`src/rtl/core/mssd_pkg.sv`:
```
// Shared types, constants and glyph decode for the seven-segment number display.
`timescale 1ns / 1ps

package mssd_pkg;

    localparam int NUM_W   = 14;
    localparam int SEG_W   = 7;
    localparam int SEL_W   = 4;
    localparam int NDIGITS = 4;

    localparam logic [NUM_W-1:0] MAX_VALUE_RESET = 14'd2000;

    // Reciprocal multipliers: exact quotients over the full input range.
    localparam logic [13:0] RECIP_1000 = 14'd8389;   // >> 23
    localparam logic [5:0]  RECIP_100  = 6'd41;      // >> 12
    localparam logic [7:0]  RECIP_10   = 8'd205;     // >> 11

    localparam logic [9:0]  K1000 = 10'd1000;
    localparam logic [6:0]  K100  = 7'd100;
    localparam logic [3:0]  K10   = 4'd10;

    typedef logic [SEG_W-1:0] seg_t;

    // One queued item: segment patterns for thousands, hundreds, tens, ones.
    typedef struct packed {
        seg_t [NDIGITS-1:0] glyph;
    } mssd_entry_t;

    function automatic seg_t glyph_of(input logic [4:0] d);
        seg_t g;
        begin
            g = '0;
            unique case (d)
                5'd0:    g = 7'h3F;
                5'd1:    g = 7'h06;
                5'd2:    g = 7'h5B;
                5'd3:    g = 7'h4F;
                5'd4:    g = 7'h66;
                5'd5:    g = 7'h6D;
                5'd6:    g = 7'h7D;
                5'd7:    g = 7'h07;
                5'd8:    g = 7'h7F;
                5'd9:    g = 7'h67;
                default: g = 7'h00;
            endcase
            return g;
        end
    endfunction

endpackage

```
`src/rtl/core/mssd_front.sv`:
```
// Front end: accepts numbers, range check, decimal split, blanking, credit count.
`timescale 1ns / 1ps

module mssd_front #(
    parameter int QDEPTH = 8
) (
    input  logic                      clk,
    input  logic                      rst_n,
    input  logic                      start,
    output logic                      busy,
    input  logic [mssd_pkg::NUM_W-1:0] number,
    input  logic                      max_value_we,
    input  logic [mssd_pkg::NUM_W-1:0] max_value_wdata,
    input  logic                      pop,
    output logic                      push,
    output mssd_pkg::mssd_entry_t     push_entry
);
    import mssd_pkg::*;

    localparam int CNT_W = $clog2(QDEPTH + 1);

    logic [NUM_W-1:0] max_value_reg;
    logic [CNT_W-1:0] credit_reg, credit_next;

    logic accept, take;

    logic [5:0] v_reg;

    logic [NUM_W-1:0] n0_reg, n1_reg;
    logic [4:0]       th1_reg, th2_reg, th3_reg, th4_reg, th5_reg;
    logic [9:0]       rem2_reg, rem3_reg;
    logic [3:0]       hu3_reg, hu4_reg, hu5_reg;
    logic [6:0]       r4_reg;
    logic [3:0]       te5_reg, on5_reg;

    logic [27:0] prod_th;
    logic [14:0] diff_th;
    logic [15:0] prod_hu;
    logic [9:0]  diff_hu;
    logic [14:0] prod_te;
    logic [6:0]  diff_te;

    logic lead1, lead2;

    assign busy   = (credit_reg == CNT_W'(QDEPTH));
    assign accept = start && !busy;
    assign take   = accept && (number <= max_value_reg);

    always_ff @(posedge clk or negedge rst_n)
    begin
        if (!rst_n)
        begin
            max_value_reg <= MAX_VALUE_RESET;
        end
        else if (max_value_we)
        begin
            max_value_reg <= max_value_wdata;
        end
    end

    // Slots held by items in the pipe or the queue; freed when the back end pops.
    always_comb
    begin
        credit_next = credit_reg;
        if (take && !pop)
        begin
            credit_next = credit_reg + CNT_W'(1);
        end
        else if (!take && pop)
        begin
            credit_next = credit_reg - CNT_W'(1);
        end
    end

    always_ff @(posedge clk or negedge rst_n)
    begin
        if (!rst_n)
        begin
            credit_reg <= '0;
            v_reg      <= '0;
        end
        else
        begin
            credit_reg <= credit_next;
            v_reg      <= {v_reg[4:0], take};
        end
    end

    assign prod_th = 28'(n0_reg) * 28'(RECIP_1000);
    assign diff_th = 15'(n1_reg) - 15'(th1_reg) * 15'(K1000);
    assign prod_hu = 16'(rem2_reg) * 16'(RECIP_100);
    assign diff_hu = rem3_reg - 10'(hu3_reg) * 10'(K100);
    assign prod_te = 15'(r4_reg) * 15'(RECIP_10);
    assign diff_te = r4_reg - 7'(prod_te[14:11]) * 7'(K10);

    always_ff @(posedge clk)
    begin
        n0_reg   <= number;
        n1_reg   <= n0_reg;
        th1_reg  <= prod_th[27:23];
        th2_reg  <= th1_reg;
        rem2_reg <= diff_th[9:0];
        th3_reg  <= th2_reg;
        rem3_reg <= rem2_reg;
        hu3_reg  <= prod_hu[15:12];
        th4_reg  <= th3_reg;
        hu4_reg  <= hu3_reg;
        r4_reg   <= diff_hu[6:0];
        th5_reg  <= th4_reg;
        hu5_reg  <= hu4_reg;
        te5_reg  <= prod_te[14:11];
        on5_reg  <= diff_te[3:0];
    end

    // th1 is taken from n0, so it lands in the same cycle as n1 for the remainder.

    // Leading zeros blank; a thousands value above nine still counts as nonzero.
    assign lead1 = (th5_reg == 5'd0) && (hu5_reg == 4'd0);
    assign lead2 = lead1 && (te5_reg == 4'd0);

    assign push = v_reg[5];
    assign push_entry.glyph[0] = (th5_reg == 5'd0) ? '0 : glyph_of(th5_reg);
    assign push_entry.glyph[1] = lead1 ? '0 : glyph_of({1'b0, hu5_reg});
    assign push_entry.glyph[2] = lead2 ? '0 : glyph_of({1'b0, te5_reg});
    assign push_entry.glyph[3] = glyph_of({1'b0, on5_reg});

endmodule

```
`src/rtl/core/mssd_queue.sv`:
```
// Small FIFO between the front end and the digit sequencer.
`timescale 1ns / 1ps

module mssd_queue #(
    parameter int QDEPTH = 8
) (
    input  logic                  clk,
    input  logic                  rst_n,
    input  logic                  push,
    input  mssd_pkg::mssd_entry_t push_entry,
    input  logic                  pop,
    output logic                  not_empty,
    output mssd_pkg::mssd_entry_t head
);
    import mssd_pkg::*;

    localparam int PTR_W = $clog2(QDEPTH);
    localparam int CNT_W = $clog2(QDEPTH + 1);

    mssd_entry_t mem [QDEPTH];

    logic [PTR_W-1:0] wr_ptr_reg, rd_ptr_reg;
    logic [CNT_W-1:0] count_reg, count_next;

    function automatic logic [PTR_W-1:0] ptr_inc(input logic [PTR_W-1:0] p);
        begin
            return (p == PTR_W'(QDEPTH - 1)) ? '0 : p + PTR_W'(1);
        end
    endfunction

    assign not_empty = (count_reg != '0);
    assign head      = mem[rd_ptr_reg];

    always_comb
    begin
        count_next = count_reg;
        if (push && !pop)
        begin
            count_next = count_reg + CNT_W'(1);
        end
        else if (!push && pop)
        begin
            count_next = count_reg - CNT_W'(1);
        end
    end

    always_ff @(posedge clk or negedge rst_n)
    begin
        if (!rst_n)
        begin
            wr_ptr_reg <= '0;
            rd_ptr_reg <= '0;
            count_reg  <= '0;
        end
        else
        begin
            count_reg <= count_next;
            if (push)
            begin
                wr_ptr_reg <= ptr_inc(wr_ptr_reg);
            end
            if (pop)
            begin
                rd_ptr_reg <= ptr_inc(rd_ptr_reg);
            end
        end
    end

    always_ff @(posedge clk)
    begin
        if (push)
        begin
            mem[wr_ptr_reg] <= push_entry;
        end
    end

endmodule

```
`src/rtl/core/mssd_back.sv`:
```
// Back end: plays one queued item out as four digit results.
`timescale 1ns / 1ps

module mssd_back (
    input  logic                        clk,
    input  logic                        rst_n,
    input  logic                        not_empty,
    input  mssd_pkg::mssd_entry_t       head,
    output logic                        pop,
    output logic                        strobe,
    output logic [mssd_pkg::SEL_W-1:0]  digit_select,
    output logic [mssd_pkg::SEG_W-1:0]  segments,
    output logic                        last_digit
);
    import mssd_pkg::*;

    logic        active_reg, active_next;
    logic [1:0]  pos_reg, pos_next;
    mssd_entry_t cur_reg;

    logic             strobe_reg;
    logic [SEL_W-1:0] sel_reg;
    seg_t             seg_reg;
    logic             last_reg;

    logic done;

    assign done = !active_reg || (pos_reg == 2'd3);
    assign pop  = done && not_empty;

    always_comb
    begin
        active_next = active_reg;
        pos_next    = pos_reg;
        if (pop)
        begin
            active_next = 1'b1;
            pos_next    = 2'd0;
        end
        else if (done)
        begin
            active_next = 1'b0;
        end
        else
        begin
            pos_next = pos_reg + 2'd1;
        end
    end

    always_ff @(posedge clk or negedge rst_n)
    begin
        if (!rst_n)
        begin
            active_reg <= 1'b0;
            pos_reg    <= 2'd0;
            strobe_reg <= 1'b0;
        end
        else
        begin
            active_reg <= active_next;
            pos_reg    <= pos_next;
            strobe_reg <= active_reg;
        end
    end

    always_ff @(posedge clk)
    begin
        if (pop)
        begin
            cur_reg <= head;
        end
        sel_reg  <= ~(SEL_W'(1) << pos_reg);
        seg_reg  <= cur_reg.glyph[pos_reg];
        last_reg <= (pos_reg == 2'd3);
    end

    assign strobe       = strobe_reg;
    assign digit_select = sel_reg;
    assign segments     = seg_reg;
    assign last_digit   = last_reg;

endmodule

```
`src/rtl/core/multiplexed_seven_segment_number_display_top.sv`:
```
// Top level of the four-digit seven-segment number display.
`timescale 1ns / 1ps

// A number is taken at a clock edge where start is high and busy is low. If it is
// above max_value it is dropped with no results. Otherwise four results follow
// on consecutive cycles, each marked by strobe: thousands, hundreds, tens, ones,
// with last_digit set on the ones result. The receiver cannot stall, so strobe
// results must be captured when shown. Sustained throughput is set by the digit
// sequencer emitting one result per cycle; up to QDEPTH numbers may be taken
// ahead of it, after which busy holds until the sequencer frees a queue slot.
// The user must write max_value with max_value_we and max_value_wdata only while
// the block is idle; the block itself does not enforce this.
module multiplexed_seven_segment_number_display_top #(
    parameter int QDEPTH = 8
) (
    input  logic                        clk,
    input  logic                        rst_n,
    input  logic                        start,
    output logic                        busy,
    input  logic [mssd_pkg::NUM_W-1:0]  number,
    input  logic                        max_value_we,
    input  logic [mssd_pkg::NUM_W-1:0]  max_value_wdata,
    output logic                        strobe,
    output logic [mssd_pkg::SEL_W-1:0]  digit_select,
    output logic [mssd_pkg::SEG_W-1:0]  segments,
    output logic                        last_digit
);
    import mssd_pkg::*;

    logic        push, pop, not_empty;
    mssd_entry_t push_entry, head;

    mssd_front #(
        .QDEPTH(QDEPTH)
    ) u_front (
        .clk             (clk),
        .rst_n           (rst_n),
        .start           (start),
        .busy            (busy),
        .number          (number),
        .max_value_we    (max_value_we),
        .max_value_wdata (max_value_wdata),
        .pop             (pop),
        .push            (push),
        .push_entry      (push_entry)
    );

    mssd_queue #(
        .QDEPTH(QDEPTH)
    ) u_queue (
        .clk        (clk),
        .rst_n      (rst_n),
        .push       (push),
        .push_entry (push_entry),
        .pop        (pop),
        .not_empty  (not_empty),
        .head       (head)
    );

    mssd_back u_back (
        .clk          (clk),
        .rst_n        (rst_n),
        .not_empty    (not_empty),
        .head         (head),
        .pop          (pop),
        .strobe       (strobe),
        .digit_select (digit_select),
        .segments     (segments),
        .last_digit   (last_digit)
    );

endmodule

```
`config.mk`:
```
export PLATFORM = sky130hd
export DESIGN_NAME = multiplexed_seven_segment_number_display_top
export DESIGN_NICKNAME = d
export VERILOG_FILES = /design/src/rtl/core/mssd_pkg.sv /design/src/rtl/core/mssd_front.sv /design/src/rtl/core/mssd_queue.sv /design/src/rtl/core/mssd_back.sv /design/src/rtl/core/multiplexed_seven_segment_number_display_top.sv
export SDC_FILE = /design/constraint.sdc
export NUM_CORES = 1
export LEC_CHECK = 0
export ABC_AREA = 1
export ABC_CLOCK_PERIOD_IN_PS = 6300
export BUFFER_PORTS_ARGS = -buffer_cell sky130_fd_sc_hd__buf_2
export CORE_ASPECT_RATIO = 1.1
export CORE_MARGIN = 3
export CORE_UTILIZATION = 35
export DETAILED_ROUTE_END_ITERATION = 8
export PLACE_DENSITY = 0.49
export SYNTH_ARGS = -nofsm -noshare
export SYNTH_HDL_FRONTEND = slang
export SYNTH_HIERARCHICAL = 1
export SYNTH_SLANG_ARGS = --single-unit
```
`constraint.sdc`:
```
create_clock -name clk -period 6.3 [get_ports clk]
set_clock_uncertainty 0.05 [all_clocks]
set_input_delay 0.315 -clock clk [delete_from_list [all_inputs] [get_ports clk]]
set_output_delay 0.315 -clock clk [all_outputs]
set_load 0.05 [all_outputs]
```
* After elaboration in Yosys (flattened, before gate mapping)
Memories as Yosys holds them, arrays and structs flattened. A register that Yosys moved wholly into a read port is not among the register bits.
Cells that the tools add are included.
W data, S select, Z words.
** Storage, ports and cells
- Output and inout port bits :: 14
- Memories :: 5
- Input bits :: 32
- RAM bits :: 224
- Word-level logic and storage cells :: 96
- Bits in read-only memories :: 448
- Register bits after elaboration :: 139
** Operators by class
- $mul :: 6
- Eq/ne operators :: 5
- $lt $le $gt $ge :: 2
- Multiplexer cells :: 18
- Shift-type cells :: 1
- Bitwise logic cells :: 1
- Reduce and logical (&&, ||, !) cells :: 22
- Add/subtract/negate cells :: 10
** Memory list
- u_queue.mem :: words 8, bits a word 28, rd ports 1, clocked after memory_dff 1, wr ports 1, RTL line mssd_queue.sv:20 : mssd_entry_t mem [QDEPTH];
- (no name shown) :: words 16, bits a word 7, rd ports 1, clocked after memory_dff 1, wr ports 0, RTL line mssd_pkg.sv:33 : unique case (d)
- (no name shown) :: words 16, bits a word 7, rd ports 1, clocked after memory_dff 1, wr ports 0, RTL line mssd_pkg.sv:33
- (no name shown) :: words 16, bits a word 7, rd ports 1, clocked after memory_dff 1, wr ports 0, RTL line mssd_pkg.sv:33
- (no name shown) :: words 16, bits a word 7, rd ports 1, clocked after memory_dff 1, wr ports 0, RTL line mssd_pkg.sv:33
** Operators by type and width (number)
- $mux W7 :: 5
- $mul A14 B14 Y28 const B :: 1
- $mul A10 B6 Y16 const B :: 1
- $mux W4 :: 4
- $mul A7 B8 Y15 const B :: 1
- $bmux W7 S2 :: 1
- $le A14 B14 Y1 :: 1
- $sub A10 B10 Y10 :: 1
- $logic_and A1 B1 Y1 :: 9
- $add A4 B1 Y4 const B :: 2
- $logic_not A4 Y1 :: 2
- $sub A4 B1 Y4 const B :: 2
- $mul A5 B7 Y7 const B :: 1
- $sub A7 B7 Y7 :: 1
- $add A3 B1 Y3 const B :: 2
- $eq A3 B3 Y1 const B :: 2
- $mux W3 :: 2
- $reduce_bool A2 Y1 :: 3
- $logic_not A1 Y1 :: 5
- $logic_not A5 Y1 :: 1
- $mul A4 B5 Y5 const B :: 1
- $eq A4 B4 Y1 const B :: 1
- $mul A4 B3 Y3 const B :: 1
- $mux W1 :: 4
- 10 further kinds :: 11

* Logic depth before layout (Yosys ltp)
Gate-level depths: netlist of the first run.
- Depth after elaboration :: 8
- Gate-level depth with buffers :: 26

* Hierarchy
Netlist of the first run, hierarchy kept.
** By module, submodules not included
- mssd_queue :: instances 1, area an instance 10226.1 um^2, cells each 1046, sequential area each 6976.7 um^2
- mssd_front :: instances 1, area an instance 9670.5 um^2, cells each 1079, sequential area each 2950.3 um^2
- mssd_back :: instances 1, area an instance 1694.1 um^2, cells each 146, sequential area each 1181.1 um^2

* Least setup slack after synthesis of the first run
Ideal clock, no wire load.
- Path type :: register -> register
- From :: reg u_front.r4_reg[5]
- To :: reg u_front/push_entry[21] (netlist name)
- Stages on the path, launching flop included :: 24
- Path buffers :: 0
- Slack :: 2006 ps
- Library setup time :: 115 ps
- Required time :: 6135 ps
- Arrival time :: 4129 ps
- Clock period less this slack :: 4294 ps
- Cell sequence :: dfxtp_1 -> inv_1 -> ha_1 -> fa_1 -> inv_1 -> fa_1 -> ha_1 -> ha_1 -> nand2_1 -> inv_2 -> a21oi_1 -> nand3_1 -> nand2_2 -> inv_2 -> ha_1 -> fa_1 -> xor2_1 -> inv_1 -> nand3_2 -> nand2_2 -> nand2_4 -> nand2_2 -> nand2_2 -> nand2_1
** Between the ends
- Word-level cells in the longest chain between the ends :: 3
** RTL lines
- start: declaration :: RTL line mssd_front.sv:33 : logic [6:0] r4_reg;
- start signal: assignment :: RTL line mssd_front.sv:108 : r4_reg <= diff_hu[6:0];
- $mul A7 B8 Y15 :: RTL line mssd_front.sv:93 : assign prod_te = 15'(r4_reg) * 15'(RECIP_10);
- via u_front.prod_te[11] :: RTL line mssd_front.sv:40 : logic [14:0] prod_te;
- $mul A4 B3 Y3 :: RTL line mssd_front.sv:94 : assign diff_te = r4_reg - 7'(prod_te[14:11]) * 7'(K10);
- $sub A4 B4 Y4 :: RTL line mssd_front.sv:94
The timed path passes the listed nets, and every way through them passes these cells.
A chain may end at the register's enable or synchronous reset.

* Worst setup path in the final report of the first run
- From :: reg u_front.r4_reg[5]
- To :: reg u_front/push_entry[21] (netlist name)
** Between the ends
- Word-level cells in the longest chain between the ends :: 3
** RTL lines (RTL line)
- $mul A7 B8 Y15 :: mssd_front.sv:93
- via u_front.prod_te[11] :: mssd_front.sv:40
- $mul A4 B3 Y3 :: mssd_front.sv:94
- $sub A4 B4 Y4 :: mssd_front.sv:94
The timed path passes the listed nets, and every way through them passes these cells.

==> results of run 1 <==
## metal layers
metal	track usage [%]	wire (um)	vias to the layer above	share of wire [%]
met2	25.2	22300	144	49
li1	-	-	7345	-
met1	17.9	20500	6490	45
met5	0	0	-	0
met4	4.18	997	0	2.2
met3	2.47	1400	75	3.1
## critical path: stages, from the launching register on
cell and delay, ps:
dfxtp_1 390, inv_1 70, ha_1 340, fa_1 430
inv_1 80, fa_1 430, ha_1 310, ha_1 320
nand2_1 110, inv_2 50, a21oi_1 170, nand3_1 110
nand2_2 170, inv_2 110, ha_1 200, fa_1 570
inv_1 100, or2_2 290, o21ai_0 90, nand3_1 100
nand2_1 70
## final timing paths
| kind | from | to | slack (ps) | cells after the start |
|---|---|---|---|---|
| hold reg to reg | u_front/rem3_reg[0]$_DFF_P_ | u_front/r4_reg[0]$_DFF_P_ | 270 | 0 |
| max in group asynchronous | rst_n | u_queue/rd_ptr_reg[0]$_DFFE_PN0P_ | 5180 | 2 |
| setup reg to reg | u_front/r4_reg[5]$_DFF_P_ | u_front/push_entry[21]$_DFF_P_ | 1690 | 20 |
| min in group asynchronous | rst_n | u_queue/count_reg[3]$_DFFE_PN0P_ | 360 | 2 |
| hold / removal | max_value_we | u_front/max_value_reg[7]$_DFFE_PN1P_ | 90 | 3 |
| setup / recovery | u_front/r4_reg[5]$_DFF_P_ | u_front/push_entry[21]$_DFF_P_ | 1690 | 20 |
## layout make-up
type / instances / area (um2) / share of cell area [%]
Antenna cell: 3 / 7.51 / 0.0304
Clock buffer: 69 / 1430 / 5.81
Clock inverter: 22 / 213 / 0.863
Inverter: 378 / 1420 / 5.77
Multi-Input combinational cell: 1424 / 8800 / 35.7
Sequential cell: 419 / 11100 / 45.1
Tap cell: 816 / 1020 / 4.14
Timing Repair Buffer: 89 / 643 / 2.61
## metrics by stage
step                util, %  cell area, um2  cells  hold slack (ps)
finish                 40.8           24700   3220             92.0
floorplan                 -           21600   2271            -30.6
CTS                    40.8           24700   3217             46.9
global route           40.8           24700   3217             90.0
global placement       37.6           22700   3096              260
detailed placement     37.6           22700   3096              262
## cell usage in the layout (no fill, tap or decap), types with 13 or more instances in the layout
cell           synthesis  routed
buf_4                  8      13
ha_1                 232     232
dlygate4sd3_1          0      30
inv_1                372     371
nand3_1               46      46
o21ai_0               50      50
nand2_2               14      14
dfrtp_1               32      30
xnor2_1               18      18
nor2_1               293     284
nand2_1              599     599
fa_1                  42      42
buf_2                 23      45
edfxtp_1             252     252
a21oi_1               48      48
dfxtp_1              129     129
clkbuf_16              0      51
## cells by family after synthesis
family	after synthesis	share of synthesized area, %
xor gates and xnor gates	33	1.50
muxes	1	0.0522
and+or+nand+nor	997	18.6
AOI/OAI and AO/OA	119	2.98
DFF	419	51.4
buffers and inverters	428	8.09
adders and majority gates	274	17.3
## what timing repair did
item | CTS | global route
hold buffers | 30 | 0
buffers inserted | 0 | 0
setup endpoints to repair | 0 | 0
hold endpoints to repair | 61 | 0
==> results.json, run 1 <==
{
  "cp.arrival_ps": 5070,
  "die_x_um": 243,
  "synth_fp_nets": 2577,
  "finalCritPeriodShare_pct": 73.1,
  "nFillCells": 6005,
  "portBuffers": 45,
  "syn_area_per_cell_um2": 9.51,
  "crit_fanout": 6,
  "yosys.area.top_type": "edfxtp_1",
  "synth_seq_cells": 419,
  "core-area_mm2": 0.0605,
  "clk_path_buf_depth": 3,
  "grt_max_degree": 228,
  "dp_hpwl_mm": 28.8,
  "cts_root_buffer": "clkbuf_16",
  "grt_pass1_vias": 14000,
  "cts_buffers": 49,
  "hold_viol_final": 0,
  "synthDistinctLibCells": 49,
  "synth_common_cells": "nand2_1, inv_1, nor2_1",
  "rsz0062_at_grt": "false",
  "slew_viol_final": 0,
  "antenna_left": 0,
  "crit_type": "reg -> reg",
  "grt.overflow.total": 0,
  "synthTopCellsByArea": "edfxtp_1, ha_1, dfxtp_1, nand2_1, inv_1",
  "cts_resized": 0,
  "io_pins": 46,
  "setup_violations": 0,
  "netlist_instances": 2271,
  "drtIter0Drc": 610,
  "fmax_ghz": 0.217,
  "die-area_mm2": 0.0647,
  "critPathRequiredTime_ps": 6760,
  "setup_tns_ps": 0,
  "drive_above_1_share_pct": 8.25,
  "wl_mm": 45.2,
  "grt_antenna_before_repair": 0,
  "path_clk_slew_ps": 60,
  "async_flop_share_pct": 9.07,
  "grtUsageTotal_pct": 14.3,
  "cts_tree": "yes",
  "hold_path.class": "in -> reg",
  "drc": 0,
  "via_per_inst": 4.36,
  "avgRoutedWirePerCell_um": 14.0,
  "via_count": 14100,
  "max_slew_margin_pct": 22.5,
  "synth_top_area_share_pct": 35.0,
  "routabilityCongestion": 0.830,
  "end_kind": "flip-flop",
  "initial_utilization_pct": 35.7,
  "drtPass1Iterations": 5,
  "htree_num_levels": 2,
  "yosysMostFrequentCell": "nand2_1",
  "largest_reg_flops": 224,
  "ys_seq_area_share_pct": 51.4,
  "synth_area_mm2": 0.0216,
  "rows": 94,
  "max-cap-violations": 0,
  "area_growth_pct": 14.2,
  "synth_warnings": 6,
  "status": "completed",
  "min_period_ps": 4610,
  "die_y_um": 266,
  "dp_slack_ps": 1680,
  "max_slew.worst_pin.slew_ps": 1160,
  "cts.sinks": 419,
  "grt_pass1_wl_mm": 73.4,
  "synth_ff_type": "edfxtp_1",
  "fin_ws_ps": 1690,
  "synth_enable_flop_cells": 252,
  "nets": 2667,
  "clock_latency_ps": 580,
  "critPathLaunchType": "flip-flop"
}
Power of run 1 is left out: the tool's default activity adds up to more than one toggle a clock period on the data nets, which glitch-free logic cannot reach.
==> run 2, diff against run 1 <==
Settings changed: ABC_AREA 1 to 0, ABC_CLOCK_PERIOD_IN_PS 6300 to 4000, PLACE_DENSITY 0.49 to 0.5.
Clock period 6.3 ns to 4 ns, I/O delays scaled along.
==> run 2 against run 1 <==
Area after synthesis fell by 8.6%. Final area rose by 0.37%. Via count is 24% lower. Worst setup slack got worse by 2400 ps. Final cell count is 28% lower. Wire length fell by 13%. Sequential share of layout area grew 0.10 points. Register-to-register slack worse by 2400 ps. Count of clock-buffer cells in the layout fell by 1. Synthesized cell count is 42% lower. Worst hold slack worse by 49 ps. The run now ends with negative setup slack left.
==> results.json, run 2 <==
{
  "critPathLaunchType": "flip-flop",
  "synth_seq_cells": 419,
  "initial_utilization_pct": 35.7,
  "async_flop_share_pct": 9.07,
  "clock_latency_ps": 580,
  "synth_enable_flop_cells": 252,
  "rows": 90,
  "synth_common_cells": "edfxtp_1, ha_1, inv_1",
  "netlist_instances": 1322,
  "via_count": 10700,
  "cts_tree": "yes",
  "min_period_ps": 4680,
  "drc": 0,
  "slew_viol_final": 0,
  "drtIter0Drc": 466,
  "path_clk_slew_ps": 50,
  "hold_viol_final": 0,
  "yosysMostFrequentCell": "edfxtp_1",
  "largest_reg_flops": 224,
  "crit_type": "reg -> reg",
  "rsz0062_at_grt": "true",
  "avgRoutedWirePerCell_um": 17.1,
  "grt.overflow.total": 0,
  "fin_ws_ps": -684,
  "clk_path_buf_depth": 3,
  "grt_max_degree": 39,
  "syn_area_per_cell_um2": 14.9,
  "yosys.area.top_type": "edfxtp_1",
  "dp_hpwl_mm": 26.1,
  "grt_pass1_vias": 11600,
  "diodes": 0,
  "synthTopCellsByArea": "edfxtp_1, ha_1, dfxtp_1, mux4_2, fa_1",
  "rrSetupSlack_ps": -680,
  "wl_mm": 39.5,
  "grt_antenna_before_repair": 0,
  "nFillCells": 4923,
  "synth_fp_nets": 1628,
  "synth_top_area_share_pct": 38.4,
  "nets": 1841,
  "synth_area_mm2": 0.0197,
  "finalCritPeriodShare_pct": 117,
  "cts_root_buffer": "clkbuf_16",
  "grt_pass1_wl_mm": 63.1,
  "max_slew_margin_pct": 34.5,
  "cts.sinks": 419,
  "violations": "negative setup slack",
  "hold_path.class": "in -> reg",
  "final_common_cell": "edfxtp_1",
  "die_y_um": 255,
  "die_x_um": 232,
  "synthDistinctLibCells": 65,
  "max-cap-violations": 0,
  "area_growth_pct": 25.5,
  "status": "finished with violations",
  "critPathRequiredTime_ps": 4450,
  "io_pins": 46,
  "synth_warnings": 6,
  "final_cell_mix": "edfxtp_1, ha_1, inv_1",
  "routabilityCongestion": 0.784,
  "htree_num_levels": 2,
  "drive_above_1_share_pct": 31.3,
  "setup_violations": 10,
  "core-area_mm2": 0.0553,
  "crit_fanout": 5,
  "fmax_ghz": 0.213,
  "cts_buffers": 47,
  "fin_util_pct": 44.8,
  "ys_seq_area_share_pct": 56.3,
  "antenna_left": 0,
  "synth_ff_type": "edfxtp_1",
  "via_per_inst": 4.64,
  "die-area_mm2": 0.0592,
  "cp.arrival_ps": 5130,
  "portBuffers": 45,
  "grtUsageTotal_pct": 13.6,
  "drtPass1Iterations": 4,
  "max_slew.worst_pin.slew_ps": 982,
  "end_kind": "flip-flop"
}
-- run 2: cell count changes in the layout (fill, tap and decap cells not counted), sizes merged, moves of 13 or more --
cell	before	now
nand2	617	29
nor2	294	31
inv	379	180
buf	59	149
mux4	0	63
nand3	53	8
mux2	1	38
o21ai	53	29
a21oi	49	30
a21o	4	20
and2	0	16
xnor2	20	33
-- run 2: routing by layer --
layer,up-vias,part of all wire [%],track usage [%]
met4,0,2.0,3.93
met1,5323,44,17.4
li1,5212,-,-
met3,55,2.7,1.98
met5,-,0,0
met2,118,51,24.1
-- run 2: area by class of cell --
cell class | instances | area [um2] | area share, %
Timing Repair Buffer | 188 | 1470 | 5.95
Clock inverter | 20 | 315 | 1.27
Sequential cell | 419 | 11200 | 45.2
Inverter | 180 | 676 | 2.73
Multi-Input combinational cell | 699 | 8860 | 35.8
Tap cell | 736 | 921 | 3.72
Clock buffer | 68 | 1330 | 5.35
-- run 2: worst max-delay path, stage by stage, from the launching register on --
cell and delay [ps]:
dfxtp_4 360, ha_4 270, fa_1 410, ha_1 300, inv_2 40, fa_1 500
inv_2 50, ha_4 250, nor2_2 30, a211oi_2 250, buf_4 170, a41oi_4 140
xnor2_2 160, ha_2 180, fa_2 370, xnor2_2 130, xnor3_2 340, xnor2_4 300
nor2_4 80, a311oi_2 230
-- run 2: worst paths after layout --
kind,cells after the start,to,from
min in group asynchronous,2,u_back/pos_reg[0]$_DFFE_PN0P_,rst_n
max in group asynchronous,2,u_queue/rd_ptr_reg[0]$_DFFE_PN0P_,rst_n
max,19,u_front/push_entry[27]$_DFF_P_,u_front/r4_reg[4]$_DFF_P_
min reg2reg,0,u_front/th5_reg[4]$_DFF_P_,u_front/th4_reg[4]$_DFF_P_
max reg2reg,19,u_front/push_entry[27]$_DFF_P_,u_front/r4_reg[4]$_DFF_P_
min,3,u_front/max_value_reg[12]$_DFFE_PN0P_,max_value_we
-- run 2: metrics by stage --
| stage | TNS, ps | std cells | hold WS (ps) | area, um2 | setup WS [ps] |
|---|---|---|---|---|---|
| after floorplan | -3660 | 1322 | -146 | 19900 | -629 |
| after global placement | -6830 | 2163 | 261 | 21600 | -668 |
| after detailed placement | -7500 | 2163 | 262 | 21600 | -748 |
| after CTS | -4560 | 2306 | 0.768 | 24400 | -695 |
| after global routing | -6840 | 2310 | 51.9 | 24700 | -915 |
| final | -4310 | 2310 | 42.9 | 24700 | -684 |
-- run 2: cell families (layout without fill, tap and decap cells) --
logic type | Yosys count | after routing | synth area share, %
simple gates | 146 | 146 | 3.82
fa+ha+maj | 274 | 274 | 19.0
mux | 103 | 103 | 9.84
xor+xnor | 43 | 43 | 2.18
compound gates | 133 | 133 | 4.59
buf+inv | 204 | 456 | 4.28
flops | 419 | 419 | 56.3
-- run 2: timing repair --
action,CTS,global route
endpoints found under the setup margin,19,20
resized for setup,110,55
setup buffers,20,5
hold buffers,39,0
hold endpoints to repair,61,0
pin swaps,79,37
Power of run 2 is left out for the same reason.
